[config.mk]
export PLATFORM = sky130hd
export DESIGN_NAME = divider_timer_with_delayed_reload
export DESIGN_NICKNAME = d
export VERILOG_FILES = /design/src/sv/dtdr_pkg.sv /design/src/sv/divider_timer_with_delayed_reload.sv
export SDC_FILE = /design/constraint.sdc
export NUM_CORES = 1
export LEC_CHECK = 0
export BUFFER_PORTS_ARGS = -buffer_cell sky130_fd_sc_hd__buf_4
export CELL_PAD_IN_SITES_DETAIL_PLACEMENT = 0
export CELL_PAD_IN_SITES_GLOBAL_PLACEMENT = 1
export CORE_MARGIN = 4
export CORE_UTILIZATION = 43
export DETAILED_ROUTE_END_ITERATION = 16
export HOLD_SLACK_MARGIN = 0.08
export PLACE_DENSITY_LB_ADDON = 0.1
export RECOVER_POWER = 50
export REMOVE_ABC_BUFFERS = 1
export SYNTH_ARGS = -nofsm -noshare
export SYNTH_HDL_FRONTEND = slang
export SYNTH_SLANG_ARGS = --single-unit
[constraint.sdc]
create_clock -name clk -period 3.2 [get_ports clk]
set_input_delay 0.64 -clock clk [delete_from_list [all_inputs] [get_ports clk]]
set_output_delay 0.64 -clock clk [all_outputs]
set_load 0.05 [all_outputs]
[src/sv/dtdr_pkg.sv]
`default_nettype none
// ----------------------------------------------------------------------------
// dtdr_pkg
// Shared types and constants for the divider timer with delayed reload.
// ----------------------------------------------------------------------------
package dtdr_pkg;

  typedef enum logic [1:0] {
    OP_TICK  = 2'd0,
    OP_READ  = 2'd1,
    OP_WRITE = 2'd2,
    OP_NONE  = 2'd3
  } op_t;

  typedef enum logic [1:0] {
    SEL_DIVIDER = 2'd0,
    SEL_COUNTER = 2'd1,
    SEL_RELOAD  = 2'd2,
    SEL_CONTROL = 2'd3
  } sel_t;

  localparam int unsigned TAP_COUNT = 4;

  typedef logic [3:0] tap_t;
  typedef tap_t       tap_table_t [TAP_COUNT];

  localparam tap_t TAP_RESET_0 = 4'd9;
  localparam tap_t TAP_RESET_1 = 4'd3;
  localparam tap_t TAP_RESET_2 = 4'd5;
  localparam tap_t TAP_RESET_3 = 4'd7;

  localparam logic [7:0]  CTRL_READ_FILL = 8'hF8;
  localparam logic [15:0] DIV_STEP       = 16'h0004;
  localparam int unsigned ENABLE_BIT     = 2;

  typedef struct packed {
    op_t        operation;
    sel_t       reg_select;
    logic [7:0] write_data;
  } item_t;

endpackage
`default_nettype wire

[src/sv/divider_timer_with_delayed_reload.sv]
`default_nettype none
// ----------------------------------------------------------------------------
// divider_timer_with_delayed_reload
// Divider, counter, reload and control registers of a machine-cycle timer.
// ----------------------------------------------------------------------------
// One transaction per clock while result_stall stays low: each tick, read
// or write enters an input register and is executed when the result register
// can take it; the state update (divider add, tap select, counter increment)
// then writes the result register, and result_valid rises. The user must
// write the tap bit registers through cfg_write_enable / cfg_index / cfg_data
// only while no transaction is in flight; the block does not enforce this.
module divider_timer_with_delayed_reload
  import dtdr_pkg::*;
(
  input  wire logic       clk,
  input  wire logic       rst,
  input  wire logic       cfg_write_enable,
  input  wire logic [1:0] cfg_index,
  input  wire logic [3:0] cfg_data,
  input  wire logic       item_valid,
  output logic            item_stall,
  input  wire logic [1:0] operation,
  input  wire logic [1:0] reg_select,
  input  wire logic [7:0] write_data,
  output logic            result_valid,
  input  wire logic       result_stall,
  output logic [7:0]      read_data,
  output logic            interrupt_request
);

  tap_table_t  taps;
  logic [15:0] divider, divider_next;
  logic [7:0]  counter, counter_next;
  logic [7:0]  reload_value, reload_value_next;
  logic [2:0]  control, control_next;
  logic        overflow_wait, overflow_wait_next;
  logic        reload_pending, reload_pending_next;

  item_t       in_item;
  logic        in_full;
  logic        out_full;
  logic [7:0]  read_data_next;
  logic        irq_next;
  logic        advance;

  assign advance      = in_full && (!out_full || !result_stall);
  assign item_stall   = in_full && !advance;
  assign result_valid = out_full;

  // input register
  always_ff @(posedge clk) begin
    if (rst) begin
      in_full <= 1'b0;
    end else if (!item_stall) begin
      in_full <= item_valid;
    end
    if (!item_stall && item_valid) begin
      in_item <= '{operation: op_t'(operation), reg_select: sel_t'(reg_select),
                   write_data: write_data};
    end
  end

  // tap bit configuration
  always_ff @(posedge clk) begin
    if (rst) begin
      taps[0] <= TAP_RESET_0;
      taps[1] <= TAP_RESET_1;
      taps[2] <= TAP_RESET_2;
      taps[3] <= TAP_RESET_3;
    end else if (cfg_write_enable) begin
      taps[cfg_index] <= cfg_data;
    end
  end

  // execute one transaction against the timer state
  logic       enabled;
  logic       watched_old;
  logic [7:0] bump_base;
  logic       bump;
  logic [7:0] bumped;
  tap_t       new_tap;

  always_comb begin
    divider_next        = divider;
    counter_next        = counter;
    reload_value_next   = reload_value;
    control_next        = control;
    overflow_wait_next  = overflow_wait;
    reload_pending_next = reload_pending;
    read_data_next      = 8'h00;
    irq_next            = 1'b0;
    enabled             = control[ENABLE_BIT];
    watched_old         = divider[taps[control[1:0]]];
    new_tap             = taps[in_item.write_data[1:0]];
    bump_base           = counter;
    bump                = 1'b0;

    unique case (in_item.operation)
      OP_TICK: begin
        divider_next = divider + DIV_STEP;
        if (overflow_wait) begin
          overflow_wait_next  = 1'b0;
          reload_pending_next = 1'b1;
        end else if (reload_pending) begin
          reload_pending_next = 1'b0;
          bump_base           = reload_value;
          counter_next        = reload_value;
          irq_next            = 1'b1;
        end
        bump = enabled && watched_old && !divider_next[taps[control[1:0]]];
      end
      OP_READ: begin
        unique case (in_item.reg_select)
          SEL_DIVIDER: read_data_next = divider[15:8];
          SEL_COUNTER: read_data_next = counter;
          SEL_RELOAD:  read_data_next = reload_value;
          SEL_CONTROL: read_data_next = {5'd0, control} | CTRL_READ_FILL;
          default:     read_data_next = 8'h00;
        endcase
      end
      OP_WRITE: begin
        unique case (in_item.reg_select)
          SEL_DIVIDER: begin
            divider_next = 16'h0000;
            bump         = enabled && watched_old;
          end
          SEL_COUNTER: begin
            // ignored while the reload is being applied
            if (!reload_pending) begin
              counter_next       = in_item.write_data;
              overflow_wait_next = 1'b0;
            end
          end
          SEL_RELOAD: reload_value_next = in_item.write_data;
          SEL_CONTROL: begin
            control_next = in_item.write_data[2:0];
            // false edge when the gated tap falls
            bump = enabled && watched_old
                   && !(in_item.write_data[ENABLE_BIT] && divider[new_tap]);
          end
          default: ;
        endcase
      end
      default: ;
    endcase

    bumped = bump_base + 8'd1;
    if (bump) begin
      counter_next = bumped;
      if (bumped == 8'h00) begin
        overflow_wait_next = 1'b1;
      end
    end
  end

  // state and result register
  always_ff @(posedge clk) begin
    if (rst) begin
      divider        <= 16'h0000;
      counter        <= 8'h00;
      reload_value   <= 8'h00;
      control        <= 3'd0;
      overflow_wait  <= 1'b0;
      reload_pending <= 1'b0;
      out_full       <= 1'b0;
    end else begin
      if (advance) begin
        divider        <= divider_next;
        counter        <= counter_next;
        reload_value   <= reload_value_next;
        control        <= control_next;
        overflow_wait  <= overflow_wait_next;
        reload_pending <= reload_pending_next;
        out_full       <= 1'b1;
      end else if (!result_stall) begin
        out_full <= 1'b0;
      end
    end
    if (advance) begin
      read_data         <= read_data_next;
      interrupt_request <= irq_next;
    end
  end

`ifndef SYNTHESIS
  a_result_hold: assert property (@(posedge clk) disable iff (rst)
    (result_valid && result_stall) |=>
      (result_valid && $stable(read_data) && $stable(interrupt_request)))
    else $error("stalled result changed");

  a_irq_no_read_data: assert property (@(posedge clk) disable iff (rst)
    (result_valid && interrupt_request) |-> (read_data == 8'h00))
    else $error("interrupt result carries read data");

  a_irq_after_pending: assert property (@(posedge clk) disable iff (rst)
    (advance && irq_next) |=> !reload_pending)
    else $error("reload left the pending flag set");
`endif

endmodule
`default_nettype wire
==> flow_metrics.env, run 1 <==
export IMPL_finalSetupViolCount=0
export IMPL_worst_pin_slew_ps=777
export IMPL_fin_crit_ps=2970
export IMPL_vias=3924
export IMPL_hold_buffers=0
export IMPL_ys_warn_count=0
export IMPL_io_buffer_count=33
export IMPL_layout_common_cells="nor2_1 (61), a21oi_1 (41), dfxtp_1 (41)"
export IMPL_core_area_sq_mm=0.0105
export IMPL_grt_max_degree=50
export IMPL_report_final_slew_viol_count=0
export IMPL_via_per_inst=5.87
export IMPL_crit_required_ps=3470
export IMPL_synth_edf_count=37
export IMPL_start_util_pct=44.9
export IMPL_avgRoutedWirePerCell_um=18.3
export IMPL_gp_congestion=0.897
export IMPL_synthTopCellsByArea="edfxtp_1 (24%), dfxtp_1 (17%), mux2i_1 (7.9%)"
export IMPL_drt_pass1_iterations=7
export IMPL_async_reset_ff_share_pct=0
export IMPL_cts_tree="built"
export IMPL_final_common_cell="nor2_1"
export IMPL_critical_path_max_fanout=11
export IMPL_dp_hpwl_um=8770
export IMPL_cts_root_buf="clkbuf_8"
export IMPL_drt_iter0_markers=299
export IMPL_synth_seq_cells=78
export IMPL_cp_end_kind="flop"
export IMPL_crit_type="flop to flop"
export IMPL_fin_area_sq_mm=0.00528
export IMPL_crit_arrival_ps=3230
export IMPL_syn_to_final_growth_pct=12.3
export IMPL_drc=0
export IMPL_status="finished clean"
export IMPL_clock_skew_ps=13.8
export IMPL_relSlewSlack_pct=47.7
export IMPL_grtUsageTotal_pct=19.1
export IMPL_drv_cap=0
export IMPL_cts_max_level=3
export IMPL_grt_overflow=0
export IMPL_grt_pass1_vias=3650
export IMPL_grt_pass1_wl_um=19600
export IMPL_pin_count=34
export IMPL_synthFlopType="dfxtp_1"
export IMPL_antenna_found_initial=0
export IMPL_wl_um=12200
export IMPL_die_y_um=113
export IMPL_r2r_slack_ps=230
export IMPL_antennaDiodeCount=0
export IMPL_synth_top_area_share_pct=23.6
export IMPL_num_rows=37
export IMPL_ys_seq_area_share_pct=41.1
export IMPL_peakVddDrop_mv=0.279
export IMPL_r2r_cells=9
export IMPL_worstHoldPathType="input port to flop"
export IMPL_cts_sinks=78
export IMPL_power_density_mw_per_mm2=421
export IMPL_startpoint_type="flop"
export IMPL_r2r_end="counter[2]"
export IMPL_synth_distinct_cells=59
export IMPL_final_hold_violation_count=0
export IMPL_worstSetupEndpoint="counter[2]"
export IMPL_syn_area_sq_mm=0.00470
export IMPL_worst_skew_pair_late_latency_ps=360
export IMPL_p_leak_nw=1.92
export IMPL_die_area_sq_mm=0.0127
export IMPL_period_share_pct=92.7
export IMPL_power_total_w=0.00222
export IMPL_cts_made_buffers=9
export IMPL_drive_above_1_share_pct=13.7
export IMPL_fmax_mhz=337
export IMPL_placed_area_sq_mm=0.00504
export IMPL_syn_inst=502
export IMPL_die_w_um=113
export IMPL_fin_nets=557
export IMPL_synth_area_leader_cell="edfxtp_1"
export IMPL_post_synth_cell_area_avg_sq_um=9.36
export IMPL_fin_hold_ws_ps=482
export IMPL_antenna_left=0
export IMPL_clkTransAtPathRegs_ps=80
export IMPL_rsz0062_at_grt="no"
export IMPL_clk_path_buf_depth=2
[where the power goes]
group / internal, W / leakage (nW) / total [W] / switching (W)
logic: 0.000108 / 1.13 / 0.000265 / 0.000157
registers: 0.00109 / 0.689 / 0.00112 / 0.0000329
clock network: 0.000442 / 0.104 / 0.000839 / 0.000397
total: 0.00164 / 1.92 / 0.00222 / 0.000586
[repair_timing]
item	in CTS	in global routing
setup buffers	0	2
setup endpoints to repair	0	2
gates resized for setup	0	1
[worst min-delay path by stage]
stage	endpoint	slack, ps	start	cells past startpoint
6_report	in_item[7]	480	write_data[7]	1
5_1_grt	in_item[4]	470	write_data[4]	1
4_1_cts	in_item[7]	460	write_data[7]	1
3_5_place_dp	result_valid	490	in_full	2
3_3_place_gp	result_valid	470	in_full	2
2_1_floorplan	reload_pending	450	reload_pending	2
[sequential cells by signal, indices dropped and copies added, names as in the netlist, named ones only]
name and cells:
divider 14, control 3, read_data 8, counter 8, result_valid 1, overflow_wait 1
reload_value 8, in_full 1, in_item 12, reload_pending 1, interrupt_request 1, taps 16
[synth_stat cells, drive strengths merged (6+ instances only)]
cell type,instances
nor2,61
a21oi,41
dfxtp,41
edfxtp,37
mux2i,37
nand2,28
clkbuf,22
nand2b,19
o21ai,19
inv,13
buf,12
nor3,12
o22ai,12
nand3,11
a211oi,10
a221oi,8
mux4,8
nand3b,8
and2,7
and3,7
ha,7
nand4,7
o22a,6
o31ai,6
xor2,6
[critical path: stages, from the launching register on]
cell and delay [ps]:
dfxtp_1 510, mux4_2 720, buf_4 210, a2bb2oi_1 140, a21oi_1 170, a211oi_1 90, or2_2 300, and3_4 160
or4_1 490, o31ai_1 80
[through the flow]
stage | instances | setup TNS (ps) | util (%) | setup WS (ps)
final | 668 | 0 | 50.4 | 234
after global routing | 668 | 0 | 50.4 | 11.2
after CTS | 665 | 0 | 50.3 | 174
after detailed placement | 649 | 0 | 48.2 | 186
after global placement | 649 | 0 | 48.2 | 256
after floorplan | 468 | -428 | - | -217
[layer usage]
layer  wire, um  vias to the layer above  part of all wire, %  GRT usage, %
met5          0                        -                    0             0
met2       5300                      108                   43          28.2
li1           -                     1926                    -             -
met4        206                        0                  1.7          5.13
met3        693                       17                  5.7          3.40
met1       6030                     1873                   49          28.8
[cells by family (layout without fill, tap and decap cells)]
| kind of cell | after synthesis | count (layout) | share of synthesized area [%] |
|---|---|---|---|
| flops | 78 | 78 | 41.1 |
| mux | 50 | 51 | 13.1 |
| compound gates | 126 | 126 | 17.6 |
| xor+xnor | 10 | 10 | 1.86 |
| simple gates | 184 | 184 | 20.0 |
| fa+ha+maj | 7 | 7 | 1.86 |
| buf+inv | 47 | 76 | 4.50 |
[cell type report]
type,count,area (sq um)
Clock buffer,9,124
Clock inverter,7,96.3
Fill cell,1020,5190
Inverter,13,48.8
Multi-Input combinational cell,378,2580
Sequential cell,78,1930
Tap cell,136,170
Timing Repair Buffer,47,323
Note: power is estimated with default switching activity, not from simulation.
==> run 2, diff against run 1 <==
Settings changed: REMOVE_ABC_BUFFERS 1 to not set.
==> run 2 against run 1 <==
  * The run now ends with capacitance limit, slew limit left
  * Count of clock-buffer cells in the layout grew 3
  * Register-to-register slack gained 50 ps
  * Sequential share of layout area grew 0.74 points
  * Global-route usage grew 0.070 points
  * Core utilization shrank 1.0 points
  * Sequential power is essentially flat
  * Sequential cell count is the same
  * Design area shrank 2.0%
  * Critical endpoint is now counter[3]
  * Clock skew grew 2.8 ps
  * Largest power group unchanged
==> flow_metrics.env, run 2 (synthesis gave the netlist of run 1 again) <==
export IMPL_io_buffer_count=33
export IMPL_worst_skew_pair_late_latency_ps=370
export IMPL_setup_tns_ps=0
export IMPL_worstHoldPathType="input port to flop"
export IMPL_antennaDiodeCount=0
export IMPL_drv_cap=1
export IMPL_p_clk_share_pct=34.3
export IMPL_whs_path_depth=1
export IMPL_largest_reg_flops=16
export IMPL_final_common_cell="nor2_1"
export IMPL_worstPathCellList="mux4_2, o21ai_0, a211oi_1, o21ai_0, nand3_1, a211oi_1, o22a_1"
export IMPL_cts_made_buffers=9
export IMPL_worst_pin_slew_ps=2270
export IMPL_crit_required_ps=3530
export IMPL_r2r_end="counter[3]"
export IMPL_crit_arrival_ps=3240
export IMPL_drt_iter0_markers=336
export IMPL_clock_skew_ps=16.6
export IMPL_largest_registers="taps (16), divider (14), in_item (12)"
export IMPL_dp_hpwl_um=8700
export IMPL_grt_pass1_wl_um=19500
export IMPL_top_register="taps"
export IMPL_report_final_slew_viol_count=51
export IMPL_cts_max_level=3
export IMPL_worstSetupEndpoint="counter[3]"
export IMPL_power_density_mw_per_mm2=404
export IMPL_cts_tree="built"
export IMPL_cts_resized=0
export IMPL_crit_start="taps[0][0]"
export IMPL_slowest_delay_ps=750
export IMPL_clkTransAtPathRegs_ps=90
export IMPL_fin_ws_ps=286
export IMPL_post_place_ws_ps=330
export IMPL_avgRoutedWirePerCell_um=17.8
export IMPL_finalSetupViolCount=0
export IMPL_cp_end_kind="flop"
export IMPL_fin_crit_ps=2910
export IMPL_die_area_sq_mm=0.0127
export IMPL_p_seq_share_pct=53.4
export IMPL_via_per_inst=5.82
export IMPL_drive_above_1_share_pct=11.6
export IMPL_num_rows=37
export IMPL_die_w_um=113
export IMPL_startpoint_type="flop"
export IMPL_fin_nets=553
export IMPL_gp_congestion=0.893
export IMPL_grtUsageTotal_pct=19.2
export IMPL_r2r_cells=7
export IMPL_start_util_pct=44.9
export IMPL_fin_hold_ws_ps=473
export IMPL_antenna_found_initial=0
export IMPL_r2r_start="taps[0][0]"
export IMPL_internal_power_w=0.00155
export IMPL_syn_to_final_growth_pct=10.0
export IMPL_netSwitchingPower_w=0.000542
export IMPL_post_place_cells=648
export IMPL_rsz0062_at_grt="no"
export IMPL_pwr_share_comb_pct=12.3
export IMPL_drc=0
export IMPL_grt_pass1_vias=3702
export IMPL_vias=3864
export IMPL_drt_pass1_iterations=6
export IMPL_cts_root_buf="clkbuf_8"
export IMPL_hold_buffers=0
export IMPL_grt_max_degree=51
export IMPL_peakVddDrop_mv=0.303
export IMPL_die_y_um=113
export IMPL_violations="capacitance limit, slew limit"
export IMPL_post_route_util_pct=49.4
export IMPL_r2r_slack_ps=290
export IMPL_fin_cells=664
export IMPL_crit_type="flop to flop"
export IMPL_cp_slowest_cell="mux4_2"
export IMPL_wl_um=11800
export IMPL_critical_path_max_fanout=25
export IMPL_p_sw_share_pct=26.0
export IMPL_synth_fp_nets=532
export IMPL_antenna_left=0
export IMPL_p_leak_nw=1.87
export IMPL_core_area_sq_mm=0.0105
export IMPL_relSlewSlack_pct=-51.0
export IMPL_cts_sinks=78
export IMPL_pin_count=34
export IMPL_status="finished with violations"
export IMPL_grt_overflow=0
export IMPL_fmax_mhz=343
export IMPL_period_share_pct=91.1
export IMPL_cts_setup_buffers=0
export IMPL_layout_common_cells="nor2_1 (61), a21oi_1 (41), dfxtp_1 (41)"
export IMPL_clk_path_buf_depth=2
export IMPL_final_hold_violation_count=0
run 2: changes by cell type in the layout (fill, tap and decap cells not counted), moves of 2 or more:
cell,before,now
and2_0,6,4
buf_4,28,19
clkbuf_1,8,16
inv_6,2,0
and2_1,1,3
clkinvlp_4,2,0
run 2: cell type report:
| cell class | count | area, sq um |
|---|---|---|
| Clock inverter | 4 | 47.5 |
| Fill cell | 1046 | 5290 |
| Clock buffer | 12 | 135 |
| Sequential cell | 78 | 1930 |
| Multi-Input combinational cell | 377 | 2560 |
| Inverter | 13 | 48.8 |
| Timing Repair Buffer | 44 | 282 |
| Tap cell | 136 | 170 |
run 2: per-stage QoR:
step	instance area (sq um)	total power, W
3_5_place_dp	5040	0.00140
2_1_floorplan	4700	0.00132
3_3_place_gp	5040	0.00140
6_report	5170	0.00209
5_1_grt	5170	0.00218
4_1_cts	5220	0.00212
run 2: worst min-delay path by stage:
stage,startpoint,to,slack (ps)
after floorplan,in_full,result_valid,450
after global placement,in_full,result_valid,480
after detailed placement,in_full,result_valid,490
after CTS,write_data[5],in_item[5],430
after global routing,write_data[5],in_item[5],460
final,operation[0],in_item[10],470
run 2: routing by layer:
layer	share of wire, %	global-route usage, %	vias to the layer above
li1	-	-	1919
met1	49	28.5	1825
met2	43	27.9	105
met3	5.8	3.67	15
met4	1.5	6.49	0
met5	0	0	-
run 2: power by group through the flow:
stage	clock (W)	combinational [W]	sequential, W
floorplan	0	0.000173	0.00115
global placement	0	0.000262	0.00114
CTS	0.000738	0.000265	0.00111
detailed placement	0	0.000264	0.00114
global route	0.000781	0.000283	0.00112
finish	0.000716	0.000257	0.00111
run 2: critical path: cells and delay by family (launching register included):
family	cells	cell delay, ps
AO/OA/AOI/OAI	5	1400
flip-flops	1	400
multiplexers	1	750
AND/OR/NAND/NOR	1	310
